**src/rtl/bpa_pkg.sv**
```systemverilog
// bitmap page allocator package: types, constants and opcodes
// no dependencies
`timescale 1ns / 1ps
package bpa_pkg;

    localparam int MaxPages  = 65536;
    localparam int PageShift = 12;
    localparam int IdxW      = $clog2(MaxPages);
    localparam int CntW      = IdxW + 1;
    localparam int WordW     = 64;
    localparam int WordSel   = $clog2(WordW);
    localparam int Words     = MaxPages / WordW;
    localparam int AddrW     = IdxW - WordSel;

    localparam logic [2:0] OP_REQUEST   = 3'd0;
    localparam logic [2:0] OP_FREE      = 3'd1;
    localparam logic [2:0] OP_LOCK      = 3'd2;
    localparam logic [2:0] OP_UNLOCK    = 3'd3;
    localparam logic [2:0] OP_RESERVE   = 3'd4;
    localparam logic [2:0] OP_UNRESERVE = 3'd5;

    localparam logic [1:0] ST_OK    = 2'd0;
    localparam logic [1:0] ST_FULL  = 2'd1;
    localparam logic [1:0] ST_RANGE = 2'd2;

    localparam logic REG_BASE  = 1'b0;
    localparam logic REG_PAGES = 1'b1;

    typedef struct packed {
        logic [2:0]      opcode;
        logic [15:0]     page_index;
        logic [16:0]     page_count;
    } in_item_t;

    typedef struct packed {
        logic [1:0]      status;
        logic [63:0]     page_address;
        logic [16:0]     free_pages;
        logic [16:0]     locked_pages;
        logic [16:0]     reserved_pages;
    } out_item_t;

    // memory port from engine to bitmap
    typedef struct packed {
        logic             rd;
        logic [AddrW-1:0] raddr;
        logic             wr;
        logic [AddrW-1:0] waddr;
        logic [WordW-1:0] wdata;
    } mem_req_t;

endpackage

```
**src/rtl/bpa_engine.sv**
```systemverilog
// operation sequencer: next-fit scan and run updates over bitmap words
// depends on bpa_pkg
`timescale 1ns / 1ps
module bpa_engine
    import bpa_pkg::*;
(
    input  logic             clk,
    input  logic             rst_n,
    input  logic             in_valid,
    output logic             in_ready,
    input  in_item_t         in_item,
    input  logic [63:0]      base_address,
    input  logic [CntW-1:0]  total,
    input  logic             cfg_pages_wr,
    input  logic [CntW-1:0]  cfg_total,
    output mem_req_t         mreq,
    input  logic [WordW-1:0] rdata,
    output logic             out_valid,
    input  logic             out_ready,
    output out_item_t        out_item
);

    typedef enum logic [2:0] {
        S_IDLE, S_SREAD, S_SCHK, S_RREAD, S_RMOD, S_DONE
    } state_t;

    state_t            state_reg;
    logic [2:0]        op_reg;
    logic [IdxW-1:0]   ptr_reg;
    logic [IdxW-1:0]   scan_reg;
    logic [CntW-1:0]   left_reg;
    logic [CntW-1:0]   pos_reg;
    logic [CntW-1:0]   n_reg;
    logic [CntW-1:0]   free_reg, lock_reg, resv_reg;
    logic              ov_reg;
    out_item_t         out_reg;

    // per-word scan helpers
    logic [WordSel-1:0] bitpos;
    logic [WordSel:0]   chunk;
    logic [CntW-1:0]    wrap_end;
    logic [WordW-1:0]   cand;
    logic               hit;
    logic [WordSel-1:0] hit_bit;
    logic [IdxW-1:0]    hit_page;
    logic [CntW-1:0]    word_left;
    logic [WordW-1:0]   rmask;
    logic [WordSel:0]   rchunk;
    logic               set_op;
    logic [CntW:0]      sum_add;
    logic [CntW-1:0]    nn;
    logic [CntW-1:0]    cap;

    assign cap    = CntW'(MaxPages);
    assign bitpos = scan_reg[WordSel-1:0];
    assign set_op = (op_reg == OP_LOCK) || (op_reg == OP_RESERVE);

    // scan: pages from bitpos up to word end, bounded by wrap point and pages left
    always_comb
    begin
        word_left = CntW'(WordW) - CntW'(bitpos);
        wrap_end  = total - CntW'(scan_reg);
        if (wrap_end < word_left) word_left = wrap_end;
        if (left_reg < word_left) word_left = left_reg;
        chunk = word_left[WordSel:0];
        cand  = '0;
        for (int i = 0; i < WordW; i++)
        begin
            if (i >= int'(bitpos) && i < int'(bitpos) + int'(chunk))
                cand[i] = ~rdata[i];
        end
        hit     = |cand;
        hit_bit = '0;
        for (int i = WordW - 1; i >= 0; i--)
        begin
            if (cand[i]) hit_bit = WordSel'(i);
        end
        hit_page = {scan_reg[IdxW-1:WordSel], hit_bit};
    end

    // run: mask of pages touched in this word
    always_comb
    begin
        rchunk = (pos_reg < CntW'(WordW) - CntW'(bitpos))
                 ? pos_reg[WordSel:0] : (WordSel+1)'(WordW) - (WordSel+1)'(bitpos);
        rmask  = '0;
        for (int i = 0; i < WordW; i++)
        begin
            if (i >= int'(bitpos) && i < int'(bitpos) + int'(rchunk))
                rmask[i] = 1'b1;
        end
    end

    // memory requests
    always_comb
    begin
        mreq       = '0;
        mreq.raddr = scan_reg[IdxW-1:WordSel];
        mreq.waddr = scan_reg[IdxW-1:WordSel];
        mreq.rd    = (state_reg == S_SREAD) || (state_reg == S_RREAD);
        if (state_reg == S_SCHK && hit)
        begin
            mreq.wr    = 1'b1;
            mreq.wdata = rdata | (WordW'(1) << hit_bit);
        end
        if (state_reg == S_RMOD)
        begin
            mreq.wr    = 1'b1;
            mreq.wdata = set_op ? (rdata | rmask) : (rdata & ~rmask);
        end
    end

    assign nn      = (in_item.opcode == OP_FREE) ? CntW'(1) : in_item.page_count;
    assign sum_add = {1'b0, CntW'(in_item.page_index)} + {1'b0, nn};

    function automatic logic [CntW-1:0] sadd(input logic [CntW-1:0] a,
                                            input logic [CntW-1:0] b,
                                            input logic [CntW-1:0] m);
        logic [CntW:0] s;
        s = {1'b0, a} + {1'b0, b};
        return (s > {1'b0, m}) ? m : s[CntW-1:0];
    endfunction

    function automatic logic [CntW-1:0] ssub(input logic [CntW-1:0] a,
                                            input logic [CntW-1:0] b);
        return (a > b) ? a - b : '0;
    endfunction

    assign in_ready  = (state_reg == S_IDLE) && !ov_reg;
    assign out_valid = ov_reg;
    assign out_item  = out_reg;

    always_ff @(posedge clk or negedge rst_n)
    begin
        if (!rst_n)
        begin
            state_reg <= S_IDLE;
            ptr_reg   <= '0;
            free_reg  <= CntW'(MaxPages);
            lock_reg  <= '0;
            resv_reg  <= '0;
            ov_reg    <= 1'b0;
            op_reg    <= '0;
            scan_reg  <= '0;
            left_reg  <= '0;
            pos_reg   <= '0;
            n_reg     <= '0;
            out_reg   <= '0;
        end
        else
        begin
            if (out_ready) ov_reg <= 1'b0;
            if (cfg_pages_wr) free_reg <= cfg_total;
            case (state_reg)
                S_IDLE:
                begin
                    if (in_valid && !ov_reg)
                    begin
                        op_reg  <= in_item.opcode;
                        out_reg <= '0;
                        if (in_item.opcode == OP_REQUEST)
                        begin
                            scan_reg  <= (CntW'(ptr_reg) < total) ? ptr_reg : '0;
                            left_reg  <= total;
                            state_reg <= (total == '0) ? S_DONE : S_SREAD;
                            out_reg.status <= (total == '0) ? ST_FULL : ST_OK;
                        end
                        else if (in_item.opcode > OP_UNRESERVE)
                        begin
                            state_reg <= S_DONE;
                        end
                        else if (sum_add > {1'b0, total})
                        begin
                            out_reg.status <= ST_RANGE;
                            state_reg      <= S_DONE;
                        end
                        else
                        begin
                            scan_reg  <= in_item.page_index;
                            pos_reg   <= nn;
                            n_reg     <= nn;
                            state_reg <= (nn == '0) ? S_DONE : S_RREAD;
                        end
                    end
                end
                S_SREAD: state_reg <= S_SCHK;
                S_SCHK:
                begin
                    if (hit)
                    begin
                        ptr_reg  <= hit_page;
                        free_reg <= ssub(free_reg, CntW'(1));
                        lock_reg <= sadd(lock_reg, CntW'(1), cap);
                        out_reg.page_address <= base_address
                            + (64'(hit_page) << PageShift);
                        state_reg <= S_DONE;
                    end
                    else if (left_reg == CntW'(chunk))
                    begin
                        out_reg.status <= ST_FULL;
                        state_reg      <= S_DONE;
                    end
                    else
                    begin
                        left_reg  <= left_reg - CntW'(chunk);
                        scan_reg  <= (CntW'(scan_reg) + CntW'(chunk) >= total)
                                     ? '0 : scan_reg + IdxW'(chunk);
                        state_reg <= S_SREAD;
                    end
                end
                S_RREAD: state_reg <= S_RMOD;
                S_RMOD:
                begin
                    pos_reg  <= pos_reg - CntW'(rchunk);
                    scan_reg <= scan_reg + IdxW'(rchunk);
                    if (pos_reg == CntW'(rchunk))
                    begin
                        state_reg <= S_DONE;
                        free_reg  <= set_op ? ssub(free_reg, n_reg)
                                            : sadd(free_reg, n_reg, cap);
                        case (op_reg)
                            OP_LOCK:      lock_reg <= sadd(lock_reg, n_reg, cap);
                            OP_FREE,
                            OP_UNLOCK:    lock_reg <= ssub(lock_reg, n_reg);
                            OP_RESERVE:   resv_reg <= sadd(resv_reg, n_reg, cap);
                            default:      resv_reg <= ssub(resv_reg, n_reg);
                        endcase
                    end
                    else
                    begin
                        state_reg <= S_RREAD;
                    end
                end
                S_DONE:
                begin
                    out_reg.free_pages     <= free_reg;
                    out_reg.locked_pages   <= lock_reg;
                    out_reg.reserved_pages <= resv_reg;
                    ov_reg    <= 1'b1;
                    state_reg <= S_IDLE;
                end
                default: state_reg <= S_IDLE;
            endcase
        end
    end

endmodule

```
**config.mk**
```make
export PLATFORM = sky130hd
export DESIGN_NAME = bpa_engine
export DESIGN_NICKNAME = d
export VERILOG_FILES = /design/src/rtl/bpa_pkg.sv /design/src/rtl/bpa_engine.sv
export SDC_FILE = /design/constraint.sdc
export NUM_CORES = 2
export LEC_CHECK = 0
export BUFFER_PORTS_ARGS = -buffer_cell sky130_fd_sc_hd__buf_2
export CAP_MARGIN = 25
export CORE_MARGIN = 1.5
export CORE_UTILIZATION = 43
export DETAILED_ROUTE_END_ITERATION = 10
export GPL_TIMING_DRIVEN = 0
export HOLD_SLACK_MARGIN = 0.05
export PLACE_DENSITY = 0.67
export SYNTH_ARGS = -nofsm -noshare
export SYNTH_HDL_FRONTEND = slang
export SYNTH_SLANG_ARGS = --single-unit
```
**constraint.sdc**
```tcl
create_clock -name clk -period 12.9 [get_ports clk]
set_input_delay 1.29 -clock clk [delete_from_list [all_inputs] [get_ports clk]]
set_output_delay 1.29 -clock clk [all_outputs]
set_load 0.01 [all_outputs]
```
=== Yosys cells after proc, flatten, opt, wreduce, memory -nomap -nowiden ===
Cells that the tools add are included.
W data, S select, Z words.

* Bits in latches: 0
* Output and inout port bits: 205
* Bits in writable memories: 0
* Bits in read-only memories: 0
* Word-level logic and storage cells: 756
* Register bits after elaboration: 258
* Memories: 0

* Add/sub/neg operators: 20
* Multiply operators: 0
* Bitwise gates (word level): 72
* Shifts and indexed selects: 1
* Divide/modulo/power cells: 0
* Reductions and logical operators: 156
* Magnitude comparators: 206
* Mux-type cells: 260
* Eq/ne operators: 25

{| class="wikitable"
|+ Operator list
! kind !! number
|-
| $lt A7 B32 Y1 const A || 62
|-
| $lt A6 B32 Y1 const A || 32
|-
| $lt A5 B32 Y1 const A || 16
|-
| $mux W17 || 24
|-
| $mux W6 || 64
|-
| $lt A4 B32 Y1 const A || 8
|-
| $mux W64 || 4
|-
| $pmux W17 S2 || 6
|-
| $ge A6 B6 Y1 const A || 31
|-
| $mux W1 || 133
|-
| $pmux W66 S2 || 1
|-
| $logic_and A1 B1 Y1 || 129
|-
| $lt A3 B32 Y1 const A || 4
|-
| $mux W16 || 8
|-
| $or A64 B64 Y64 || 2
|-
| $mux W117 || 1
|-
| $pmux W51 S2 || 1
|-
| $ge A5 B6 Y1 const A || 16
|-
| $gt A18 B17 Y1 const B || 4
|-
| $not A1 Y1 || 68
|-
| $add A64 B28 Y64 || 1
|-
| $and A64 B64 Y64 || 1
|-
| $lt A1 B32 Y1 const A || 2
|-
| $lt A2 B32 Y1 const A || 2
|-
| other kinds (53) || 120
|}

=== Depth between registers and ports, before layout ===
* Depth in word-level cells: 76
* Depth in mapped cells: 64
* Mapped depth without buffers: 59

=== Least setup slack after synthesis ===
OpenSTA, ideal clock, no wires.

* Kind: input to register
* Start: input port total[0]
* End: register out_reg (netlist bit out_item[85])
* Data required time: 12765 ps
* Arrival: 12654 ps
* Setup time: 135 ps
* Buffers on the path: 4
* Path slack: 111 ps
* Stages: 60
* Cells stage by stage: inv_1 -> ha_1 -> fa_1 -> nand2b_1 -> a21oi_1 -> xor2_1 -> ha_1 -> o21a_1 -> a21oi_1 -> maj3_1 -> nand4b_1 -> nor3_1 -> clkbuf_1 -> nand2_1 -> o21ai_0 -> inv_1 -> ha_1 -> a211oi_1 -> [... 24 more ...] -> inv_1 -> ha_1 -> fa_1 -> a21o_1 -> a21oi_1 -> o21bai_1 -> a21oi_1 -> o21bai_1 -> a21oi_1 -> o21bai_1 -> a2111oi_0 -> o31ai_1 -> a21oi_1 -> o21ai_0 -> nor2b_1 -> nand3_1 -> xor2_1 -> o21ai_0

* Longest elaborated chain between the ends: 75
* Elaborated cells on any way between the ends: 267
* Classes of those cells: add/sub (3); order compare (66); eq/ne (1); mux (132); reduce/logical (65)

{| class="wikitable"
|+ Ends and longest elaborated chain
! item !! RTL line !! source
|-
| start, declared || bpa_engine.sv:13 || <nowiki>input logic [CntW-1:0] total,</nowiki>
|-
| $sub A17 B16 Y17 * || bpa_engine.sv:62 || <nowiki>wrap_end = total - CntW'(scan_reg);</nowiki>
|-
| $lt A17 B17 Y1 || bpa_engine.sv:63 || <nowiki>if (wrap_end < word_left) word_left = wrap_end;</nowiki>
|-
| $mux W17 * || bpa_engine.sv:63 ||
|-
| $lt A17 B17 Y1 || bpa_engine.sv:64 || <nowiki>if (left_reg < word_left) word_left = left_reg;</nowiki>
|-
| $mux W7 * || bpa_engine.sv:64 ||
|-
| $add A6 B7 Y8 * || bpa_engine.sv:69 || <nowiki>if (i >= int'(bitpos) && i < int'(bitpos) + int'(chunk))</nowiki>
|-
| $lt A7 B32 Y1 or $lt A6 B8 Y1 (tied branches) || bpa_engine.sv:69 ||
|-
| $logic_and A1 B1 Y1 or $mux W1 (tied branches) || bpa_engine.sv:69 ||
|-
| $mux W1 or $mux W6 (tied branches) || bpa_engine.sv:69, bpa_engine.sv:76 ||
|-
| $mux W6 (62 in a row) || bpa_engine.sv:76 || <nowiki>if (cand[i]) hit_bit = WordSel'(i);</nowiki>
|-
| $mux W6 * || bpa_engine.sv:76 ||
|-
| net hit_bit[0] || bpa_engine.sv:44 || <nowiki>logic [WordSel-1:0] hit_bit;</nowiki>
|-
| $add A64 B28 Y64 * || bpa_engine.sv:195 || <nowiki>+ (64'(hit_page) << PageShift);</nowiki>
|-
| $mux W64 * || bpa_engine.sv:189 || <nowiki>if (hit)</nowiki>
|-
| $pmux W66 S2 * || bpa_engine.sv:154 || <nowiki>case (state_reg)</nowiki>
|-
| end, declared || bpa_engine.sv:36 || <nowiki>out_item_t out_reg;</nowiki>
|}

The timed path passes the listed nets; every way through them passes the cells marked *. The select of a mux whose other input is x is not followed.
A chain may end at the register's enable or synchronous reset.

==> results.ini <==
[placed_design]
numPortBuffers = 405
placed_cells = 5315
gp_congestion = 1.05
dp_hpwl_mm = 111

[final_layout]
nNetsFinal = 5007
syn2layout_area_growth_pct = 18.8
antenna_cells = 0
largest_reg_flops = 117
final-instance-count-excl-fill = 5426
drive_gt1_share_pct = 16.6

[setup_path]
required_ns = 11.61
crit_slowest_cell = clkbuf_1
worstPathArrival_ns = 11.47
critical_path_peak_fanout = 10
startpoint_type = flop
cp_slowest_stage_delay_ns = 0.69
crit_top_cell = clkbuf_1
end_kind = output port
path_class = flop to output port

[global_route]
grt.total_usage_pct = 38.3
grt_pass1_wl_mm = 204
antenna_found_initial = 1
grt_overflow = 0
met3_usage_pct = 6.73
grt.busiest_layer = met2
use_met1_pct = 48.7
use_met2_pct = 60.8
grt_pass1_vias = 32300
grt_max_degree = 106

[timing]
finClkSkew_ns = 0.0449
tightest_slew_ns = 1.16
tns_ns = 0
timing.slew.headroom_pct = 20.7
drv_slew = 0
max_freq_ghz = 0.0784
finalHoldViolations = 0
timing.final.crit_share_pct = 98.9
layout_min_cycle_time_ns = 12.76
setup_viol = 0

[drt]
via_count = 34400
drtIter0Drc = 3638
routed_wl_mm = 139
ant_nets = 0
dr.pass1.iters = 6
wl_per_cell_um = 25.6
avgViaCountPerCell = 6.35
drc_errors = 0

[logic_synthesis]
synthTopCellsByCount = nand2_1, o21ai_0, nor2_1
synth-edff-count = 0
synth_most_common_cell = nand2_1
synth-main-ff-cell = dfrtp_1
synth_area_leaders = dfrtp_1, ha_1, o21ai_0
netlist_instances = 4013
synth_cell_types = 108
ys_seq_area_share_pct = 22.0
netlist_area_sq_um = 29400
netlist.area_leader.share_pct = 21.9
ys_async_sr_fraction_pct = 100
syn_avg_cell_area_sq_um = 7.32
yosys_warnings = 0
synth-seq-cells = 258
synth_area_leader_cell = dfrtp_1

[floorplanning]
core_area_sq_um = 67400
pin_count = 408
placementRows = 95
die_x_um = 264
die_h_um = 264
initial_core_util_pct = 43.6
dieArea_sq_um = 69900

[cts]
htree_num_levels = 2
clk_pin_slew_ns = 0.06
cts_tree = done
clkLatencyLatePin_ns = 0.57
cts_buffer_depth = 3
cts_buffers = 34
cts_root_buf = clkbuf_16
cts_sinks = 258
ctsHoldBuffers = 0

[outcome]
status = complete, no violations

[job]
drv_cap = 0

[min_path]
hold_path_class = flop to flop

## per-layer routing
layer	share of wire, %	up-vias
met5	0.0094	-
met4	6.8	2
li1	-	15700
met3	8.8	446
met1	40	16400
met2	44	1885
## repair_timing
| item | CTS | global route |
|---|---|---|
| endpoints found under the setup margin | 212 | 106 |
| endpoints found under the hold margin | 0 | 0 |
| setup buffers | 25 | 23 |
| gates resized for setup | 96 | 85 |
| pin swaps | 18 | 28 |
| gates cloned | 0 | 0 |
## kinds of logic (layout without fill, tap and decap cells)
group / Yosys count / count (layout) / share of synthesized area (%)
xor+xnor: 188 / 188 / 5.63
other cells: 1 / 10 / 0.0128
flops: 258 / 258 / 22.0
simple gates: 1388 / 1388 / 21.9
buf+inv: 435 / 966 / 6.00
mux: 53 / 53 / 1.92
fa+ha+maj: 280 / 280 / 12.2
compound gates: 1410 / 1410 / 30.4
## cell usage in the layout (no fill, tap or decap), drive strengths merged, types with 53 or more instances in the layout
cell type,instances
a21o,63
a21oi,305
clkbuf,206
nor2,369
nand3,140
inv,211
o31ai,53
a22oi,71
ha,264
buf,529
xnor2,136
nor3,92
dfrtp,257
o21bai,57
o21ai,477
nand2,467
## final timing paths
path,slack (ns),end,startpoint,cells after the start
setup / recovery,0.14,mreq[27],scan_reg[4]$_DFFE_PN0P_,42
hold / removal,0.47,out_item[61]$_DFFE_PN0P_,out_item[61]$_DFFE_PN0P_,2
setup reg to reg,0.31,out_item[85]$_DFFE_PN0P_,scan_reg[4]$_DFFE_PN0P_,56
hold reg to reg,0.47,out_item[61]$_DFFE_PN0P_,out_item[61]$_DFFE_PN0P_,2
max in group asynchronous,11.23,out_item[102]$_DFFE_PN0P_,rst_n,2
min in group asynchronous,0.68,out_item[44]$_DFFE_PN0P_,rst_n,1
## layout make-up
| class | count | area (sq um) |
|---|---|---|
| Clock inverter | 16 | 189 |
| Inverter | 215 | 830 |
| Multi-Input combinational cell | 3329 | 21800 |
| Fill cell | 6769 | 32500 |
| Timing Repair Buffer | 472 | 2590 |
| Tap cell | 873 | 1090 |
| Clock buffer | 46 | 966 |
| Buffer | 217 | 1020 |
| Sequential cell | 258 | 6470 |
## metrics by stage
step	instance area, sq um	worst slack, ns	hold WS [ns]	util [%]
2_1_floorplan	29400	0.111	0.464	-
3_3_place_gp	32500	-5.25	0.454	48.3
3_5_place_dp	32700	-4.23	0.461	48.6
4_1_cts	34400	0.000548	0.475	51.1
5_1_grt	34900	-0.0140	0.495	51.8
6_report	34900	0.138	0.472	51.8
## critical path: cells and delay by family, from the launching register on
family,cells,cell delay [ns]
flops,1,0.65
compound gates,17,3.62
xor+xnor,1,0.22
buf+inv,10,3.30
fa+ha+maj,5,1.54
mux,1,0.35
simple gates,8,1.18
Power is not shown: default switching activity piles up to over one toggle a cycle in this logic, so the estimate is an artifact.
